==> src/assert_macros.svh <==
// Assertion helpers included by the RTL core.
`ifndef ASSERT_MACROS_SVH
`define ASSERT_MACROS_SVH

// Same-cycle implication, disabled while reset is asserted.
`define ASSERT_IMPLIES(label, clk, rst_n, ante, cons) \
	label: assert property (@(posedge clk) disable iff (!(rst_n)) (ante) |-> (cons)) \
		else $error("assertion failed");

// Next-cycle implication, disabled while reset is asserted.
`define ASSERT_NEXT(label, clk, rst_n, ante, cons) \
	label: assert property (@(posedge clk) disable iff (!(rst_n)) (ante) |=> (cons)) \
		else $error("assertion failed");

`endif

==> src/hsvrgb_pkg.sv <==
package hsvrgb_pkg;

	typedef struct packed {
		logic [7:0] hue;
		logic [7:0] saturation;
		logic [7:0] brightness;
	} hsv_t;

	typedef struct packed {
		logic [7:0] red;
		logic [7:0] green;
		logic [7:0] blue;
	} rgb_t;

	// Eight sections of the wheel, picked by the top three hue bits.
	typedef enum logic [2:0] {
		SEC_RED_ORANGE    = 3'd0,
		SEC_ORANGE_YELLOW = 3'd1,
		SEC_YELLOW_GREEN  = 3'd2,
		SEC_GREEN_AQUA    = 3'd3,
		SEC_AQUA_BLUE     = 3'd4,
		SEC_BLUE_PURPLE   = 3'd5,
		SEC_PURPLE_PINK   = 3'd6,
		SEC_PINK_RED      = 3'd7
	} sect_t;

	localparam logic [7:0] THIRD_SCALE      = 8'(256 / 3);
	localparam logic [7:0] TWO_THIRDS_SCALE = 8'((256 * 2) / 3);
	localparam logic [7:0] FULL_LEVEL       = 8'd255;
	localparam logic [7:0] LEVEL_171        = 8'd171;
	localparam logic [7:0] LEVEL_170        = 8'd170;
	localparam logic [7:0] LEVEL_85         = 8'd85;

	// (i * (1 + s)) >> 8; the product stays below 2^16.
	function automatic logic [7:0] scale8(input logic [7:0] i, input logic [7:0] s);
		logic [15:0] prod;
		prod = 16'(i) * (16'(s) + 16'd1);
		return prod[15:8];
	endfunction

	// ((i * s) >> 8) plus one when both inputs are nonzero.
	function automatic logic [7:0] video8(input logic [7:0] i, input logic [7:0] s);
		logic [15:0] prod;
		prod = 16'(i) * 16'(s);
		return prod[15:8] + {7'd0, (i != 8'd0) && (s != 8'd0)};
	endfunction

endpackage

==> src/hsv_to_rgb_rainbow_core.sv <==
// Rainbow-spectrum HSV to RGB converter, 8 bits per channel.
// Input: assert start for one cycle with a pixel on hsv; the item is taken at
// that clock edge whenever busy is low. busy is always low: a new pixel may
// be given in every cycle, so the rate is one pixel per clock.
// Output: done pulses for exactly one cycle with the converted pixel on rgb,
// once the pixel has passed through every stage below. Results leave in input order.
// Pipeline stages: (1) hue ramp, desaturation floor and squared brightness,
// (2) section select, (3) saturation scaling with floor add, (4) brightness.
// Stages 3 and 4 hold one 8x8 multiply per channel; stage 1 holds the shared ones.
// Reset clears the valid bits of every stage, so nothing is delivered for
// items in flight when arst_n falls. The receiver cannot hold results off,
// and the block never needs to stall.
`include "assert_macros.svh"

module hsv_to_rgb_rainbow_core
	import hsvrgb_pkg::*;
(
	input  logic clk,
	input  logic arst_n,
	input  logic start,
	output logic busy,
	input  hsv_t hsv,
	output logic done,
	output rgb_t rgb
);

	// Stage 1
	logic        valid_s1;
	sect_t       sect_s1;
	logic [7:0]  one3_s1, two3_s1, floor_s1, vv_s1, sat_s1, val_s1;
	// Stage 2
	logic        valid_s2;
	logic [7:0]  r_s2, g_s2, b_s2, floor_s2, vv_s2, sat_s2, val_s2;
	// Stage 3
	logic        valid_s3;
	logic [7:0]  r_s3, g_s3, b_s3, vv_s3, val_s3;
	// Stage 4
	logic        valid_s4;
	rgb_t        rgb_s4;

	logic [7:0]  ramp;
	logic [7:0]  r_c, g_c, b_c;
	logic [7:0]  r_sat, g_sat, b_sat;
	rgb_t        rgb_c;

	assign busy = 1'b0;
	assign ramp = {hsv.hue[4:0], 3'b000};

	always_ff @(posedge clk or negedge arst_n) begin
		if (!arst_n) begin
			valid_s1 <= 1'b0;
			valid_s2 <= 1'b0;
			valid_s3 <= 1'b0;
			valid_s4 <= 1'b0;
		end else begin
			valid_s1 <= start && !busy;
			valid_s2 <= valid_s1;
			valid_s3 <= valid_s2;
			valid_s4 <= valid_s3;
		end
	end

	always_ff @(posedge clk) begin
		sect_s1  <= sect_t'(hsv.hue[7:5]);
		one3_s1  <= scale8(ramp, THIRD_SCALE);
		two3_s1  <= scale8(ramp, TWO_THIRDS_SCALE);
		floor_s1 <= scale8(~hsv.saturation, ~hsv.saturation);
		vv_s1    <= video8(hsv.brightness, hsv.brightness);
		sat_s1   <= hsv.saturation;
		val_s1   <= hsv.brightness;
	end

	always_comb begin
		r_c = '0;
		g_c = '0;
		b_c = '0;
		unique case (sect_s1)
			SEC_RED_ORANGE: begin
				r_c = FULL_LEVEL - one3_s1; g_c = one3_s1;
			end
			SEC_ORANGE_YELLOW: begin
				r_c = LEVEL_171; g_c = LEVEL_85 + one3_s1;
			end
			SEC_YELLOW_GREEN: begin
				r_c = LEVEL_171 - two3_s1; g_c = LEVEL_170 + one3_s1;
			end
			SEC_GREEN_AQUA: begin
				g_c = FULL_LEVEL - one3_s1; b_c = one3_s1;
			end
			SEC_AQUA_BLUE: begin
				g_c = LEVEL_171 - two3_s1; b_c = LEVEL_85 + two3_s1;
			end
			SEC_BLUE_PURPLE: begin
				r_c = one3_s1; b_c = FULL_LEVEL - one3_s1;
			end
			SEC_PURPLE_PINK: begin
				r_c = LEVEL_85 + one3_s1; b_c = LEVEL_171 - one3_s1;
			end
			SEC_PINK_RED: begin
				r_c = LEVEL_170 + one3_s1; b_c = LEVEL_85 - one3_s1;
			end
			default: begin
				r_c = '0;
			end
		endcase
	end

	always_ff @(posedge clk) begin
		r_s2     <= r_c;
		g_s2     <= g_c;
		b_s2     <= b_c;
		floor_s2 <= floor_s1;
		vv_s2    <= vv_s1;
		sat_s2   <= sat_s1;
		val_s2   <= val_s1;
	end

	// A zero channel keeps zero before the floor is added; the sum wraps at 8 bits.
	always_comb begin
		if (sat_s2 == FULL_LEVEL) begin
			r_sat = r_s2;
			g_sat = g_s2;
			b_sat = b_s2;
		end else if (sat_s2 == 8'd0) begin
			r_sat = FULL_LEVEL;
			g_sat = FULL_LEVEL;
			b_sat = FULL_LEVEL;
		end else begin
			r_sat = ((r_s2 != 8'd0) ? scale8(r_s2, sat_s2) : 8'd0) + floor_s2;
			g_sat = ((g_s2 != 8'd0) ? scale8(g_s2, sat_s2) : 8'd0) + floor_s2;
			b_sat = ((b_s2 != 8'd0) ? scale8(b_s2, sat_s2) : 8'd0) + floor_s2;
		end
	end

	always_ff @(posedge clk) begin
		r_s3   <= r_sat;
		g_s3   <= g_sat;
		b_s3   <= b_sat;
		vv_s3  <= vv_s2;
		val_s3 <= val_s2;
	end

	always_comb begin
		if (val_s3 == FULL_LEVEL) begin
			rgb_c = '{red: r_s3, green: g_s3, blue: b_s3};
		end else begin
			// video8 already yields zero for a zero channel or a zero square.
			rgb_c.red   = video8(r_s3, vv_s3);
			rgb_c.green = video8(g_s3, vv_s3);
			rgb_c.blue  = video8(b_s3, vv_s3);
		end
	end

	always_ff @(posedge clk) begin
		rgb_s4 <= rgb_c;
	end

	assign done = valid_s4;
	assign rgb  = rgb_s4;

	`ASSERT_IMPLIES(a_done_has_item, clk, arst_n, done, $past(start, 4))
	`ASSERT_NEXT(a_black_at_zero, clk, arst_n, valid_s3 && (val_s3 == 8'd0),
		rgb == '0)
	`ASSERT_NEXT(a_white_at_zero_sat, clk, arst_n,
		valid_s3 && (val_s3 == FULL_LEVEL) && (r_s3 == FULL_LEVEL) &&
		(g_s3 == FULL_LEVEL) && (b_s3 == FULL_LEVEL),
		(rgb.red == FULL_LEVEL) && (rgb.green == FULL_LEVEL) && (rgb.blue == FULL_LEVEL))
	`ASSERT_IMPLIES(a_valid_chain, clk, arst_n, valid_s4, $past(valid_s3))

endmodule
==> config.mk <==
export PLATFORM = sky130hd
export DESIGN_NAME = hsv_to_rgb_rainbow_core
export DESIGN_NICKNAME = d
export VERILOG_FILES = /design/src/hsvrgb_pkg.sv /design/src/hsv_to_rgb_rainbow_core.sv
export VERILOG_INCLUDE_DIRS = /design/src /design/src/src
export SDC_FILE = /design/constraint.sdc
export NUM_CORES = 1
export LEC_CHECK = 0
export BUFFER_PORTS_ARGS = -buffer_cell sky130_fd_sc_hd__buf_2
export CAP_MARGIN = 20
export CELL_PAD_IN_SITES_DETAIL_PLACEMENT = 2
export CELL_PAD_IN_SITES_GLOBAL_PLACEMENT = 2
export CORE_UTILIZATION = 35
export DETAILED_ROUTE_END_ITERATION = 10
export GPL_TIMING_DRIVEN = 0
export PLACE_DENSITY = 0.78
export SYNTH_ARGS = -nofsm -noshare
export SYNTH_HDL_FRONTEND = slang
export SYNTH_SLANG_ARGS = --single-unit
==> constraint.sdc <==
create_clock -name clk -period 6.8 [get_ports clk]
set_input_delay 1.02 -clock clk [delete_from_list [all_inputs] [get_ports clk]]
set_output_delay 1.02 -clock clk [all_outputs]
set_load 0.05 [all_outputs]
==> impl_metrics.ini <==
[clock_tree]
cts.sinks = 172
cts_tree = done
htreeDepth = 4
cts_buffer_depth = 2
clock_pin_slew_on_the_worst_setup_and_hold_paths_ns = 0.08
cts_buffers = 17
clk-insertion-delay-late_ns = 0.51
hold_buffers = 0
cts.root.buffer_cell = sky130_fd_sc_hd__clkbuf_16

[setup_path]
worstPathRequired_ns = 7.17
criticalPathCategory = reg2reg
timing.critical_path.to = b_s3[7]
cp-startpoint = sat_s2[0]
worstReg2RegStart = sat_s2[0]
worstRegToRegCells = 28
critical_path.most_common_cell = sky130_fd_sc_hd__fa_1
critical_path.endpoint_type = flip-flop
timing.reg2reg.setup_slack_ns = 0.05
r2r-end = b_s3[7]
arrival_worst_endpoint_ns = 7.12
worst-path-max-fanout = 6
startpoint_type = flip-flop
worst_path_largest_cell_delay_ns = 0.59
cp_slowest_cell = sky130_fd_sc_hd__fa_1

[synth]
synthesis.area_mm2 = 0.0234
netlist.top_cell.by_area = sky130_fd_sc_hd__fa_1
synthTopCellsByArea = sky130_fd_sc_hd__fa_1 (25%), sky130_fd_sc_hd__ha_1 (17%), sky130_fd_sc_hd__dfxtp_1 (14%)
synth_edf_count = 0
ys_warn_count = 0
flip_flop_cell_with_the_highest_count_after_synthesis = sky130_fd_sc_hd__dfxtp_1
ys_ff_latch = 172
per_instance_average_area_after_synthesis_um2 = 8.74
yosysSeqAreaShare_pct = 14.8
asyncSetResetFlopFracSynth_pct = 2.33
post_synth_num_cell_types = 78
synthesized_nets = 3324
yosys.area.top_type_share_pct = 25.4
syn-instance-count = 2678

[sta]
timing.setup.tns_ns = 0
timing.hold.ws_ns = 0.291
finalHoldViolCount = 0
finalWorstPathRequiredPeriod_ns = 6.75
period_share_pct = 99.2
fin_skew_ns = 0.0178
worst_slew_pin_slew_ns = 1.05
final_max_slew_viol_count = 0
max_slew_margin_pct = 29.4
timing.fmax_ghz = 0.148
timing.final.setup_violations = 0
rsz0062_at_grt = true

[global_route]
overflow = 0
grt_start_max_net_pins = 22
wire_length_of_the_first_global_routing_pass_um = 121000
antenna_found_initial = 0
first_global_vias = 22122
grt_util_all_layers_pct = 22.9

[cells_and_area]
filler_cell_count = 7251
antenna_cells = 0
num-nets-final = 3429
final_cell_mix = sky130_fd_sc_hd__inv_1 (424), sky130_fd_sc_hd__ha_1 (314), sky130_fd_sc_hd__fa_1 (294)
leading_cell_type_in_the_layout_fill_and_taps_excluded = sky130_fd_sc_hd__inv_1
post-route-util_pct = 39.7
final_layout_size_suffix_gt1_share_pct = 8.48
areaGrowthSynthToFinish_pct = 11.9
instances_no_fill = 3660

[route]
post_drt_via_cell_ratio = 5.19
detail_route.iter0.violations = 801
routed_wl_um = 76700
dr.pass1.iters = 8
drt_drc_violations_left = 4
detail_route.wl_per_cell_um = 21.0
routed-via-count = 18991
final_antenna_net_count = 0

[status]
status = finished with violations
failed_checks = DRC

[hold_path]
hp-class = in2async

[floorplan]
fp.dieArea_mm2 = 0.0679
design.portCount = 53
die_width_um = 261
floorplan.rows = 94
core_region_area_mm2 = 0.0660
die_y_um = 261
start_util_pct = 35.5

[place]
dp_hpwl_um = 59600
rd_place_congestion = 0.863
placed_cells = 3595
portBuffers = 51

[run]
cap_violations = 0
## Yosys cell counts, types with 13 or more instances
master and instances:
sky130_fd_sc_hd__fa_1 297, sky130_fd_sc_hd__o21bai_1 17, sky130_fd_sc_hd__nor4_1 20, sky130_fd_sc_hd__nand3_1 31
sky130_fd_sc_hd__nor2b_1 38, sky130_fd_sc_hd__o211ai_1 13, sky130_fd_sc_hd__clkbuf_1 112, sky130_fd_sc_hd__ha_1 322
sky130_fd_sc_hd__nor3_1 28, sky130_fd_sc_hd__and3_1 23, sky130_fd_sc_hd__o21ai_0 49, sky130_fd_sc_hd__inv_1 425
sky130_fd_sc_hd__dfxtp_1 168, sky130_fd_sc_hd__xor2_1 47, sky130_fd_sc_hd__xnor2_1 100, sky130_fd_sc_hd__nand2_1 277
sky130_fd_sc_hd__a211oi_1 15, sky130_fd_sc_hd__o22a_1 14, sky130_fd_sc_hd__a31oi_1 14, sky130_fd_sc_hd__or2_2 32
sky130_fd_sc_hd__a21oi_1 91, sky130_fd_sc_hd__nor2_1 116, sky130_fd_sc_hd__and2_1 248, sky130_fd_sc_hd__a21o_1 16
## routing by layer
metal  routed length (um)  GRT usage (%)  vias up
met1                33300           28.7     9900
li1                     -              -     8731
met4                 1490           6.55        0
met3                 1830           2.25       91
met2                40100           41.5      269
met5                    0              0        -
## how the worst min path moves through the flow
| stage | slack [ns] | endpoint | cells past startpoint | startpoint |
|---|---|---|---|---|
| 6_report | 0.29 | valid_s2 | 1 | arst_n |
| 5_1_grt | 0.27 | done | 1 | arst_n |
| 4_1_cts | 0.26 | done | 1 | arst_n |
| 3_5_place_dp | 0.31 | floor_s2[4] | 0 | floor_s1[4] |
| 3_3_place_gp | 0.31 | floor_s2[1] | 0 | floor_s1[1] |
| 2_1_floorplan | 0.31 | floor_s2[0] | 0 | floor_s1[0] |
## registers in the layout, indices dropped and copies added (netlist names), 8 cells and up
name and cells:
b_s2 8, vv_s1 8, g_s2 8, val_s1 8
sat_s2 8, val_s3 8, b_s3 8, rgb 24
vv_s2 8, val_s2 8, r_s3 8, vv_s3 8
g_s3 8, floor_s2 8, two3_s1 8, r_s2 8
sat_s1 8, floor_s1 8
## layout make-up
class | instances | area (um2) | area share [%]
plain buffers | 119 | 591 | 2.25
well taps | 864 | 1080 | 4.13
multi-input cells | 1957 | 18200 | 69.5
clock inverters | 15 | 214 | 0.817
flip-flops and latches | 172 | 3470 | 13.3
inverters | 428 | 1610 | 6.15
clock buffers | 17 | 425 | 1.62
repair buffers | 88 | 593 | 2.26
## metrics by stage
step / area [um2] / setup WS [ns]
2_1_floorplan: 23400 / 0.374
3_3_place_gp: 24700 / -1.27
3_5_place_dp: 24800 / -1.43
4_1_cts: 25700 / -0.0980
5_1_grt: 26200 / -0.226
6_report: 26200 / 0.0533
## timing repair
action                                  CTS  global route
pin swaps                                 9            40
gates resized for setup                  67            62
cloned                                    0             1
endpoints found under the setup margin   23             9
buffers inserted                          7            27
## worst max-delay path: cells and delay by family (launching register included)
| family | cells | cell delay, ns |
|---|---|---|
| fa+ha+maj | 7 | 2.75 |
| compound gates | 9 | 1.62 |
| simple gates | 5 | 0.67 |
| xor+xnor | 3 | 0.60 |
| buf+inv | 4 | 0.53 |
| flops | 1 | 0.44 |
## kinds of logic (layout without fill, tap and decap cells)
| group | Yosys count | in the layout | synth area share (%) |
|---|---|---|---|
| mux | 11 | 11 | 0.487 |
| compound gates | 315 | 315 | 8.82 |
| xor+xnor | 149 | 149 | 5.64 |
| simple gates | 861 | 861 | 18.7 |
| buf+inv | 549 | 667 | 8.84 |
| flops | 172 | 172 | 14.8 |
| fa+ha+maj | 620 | 620 | 42.7 |
| other cells | 1 | 1 | 0.0160 |
Power is left out: the tool's default activity adds up to more than one toggle a clock period on the data nets, which glitch-free logic cannot reach.
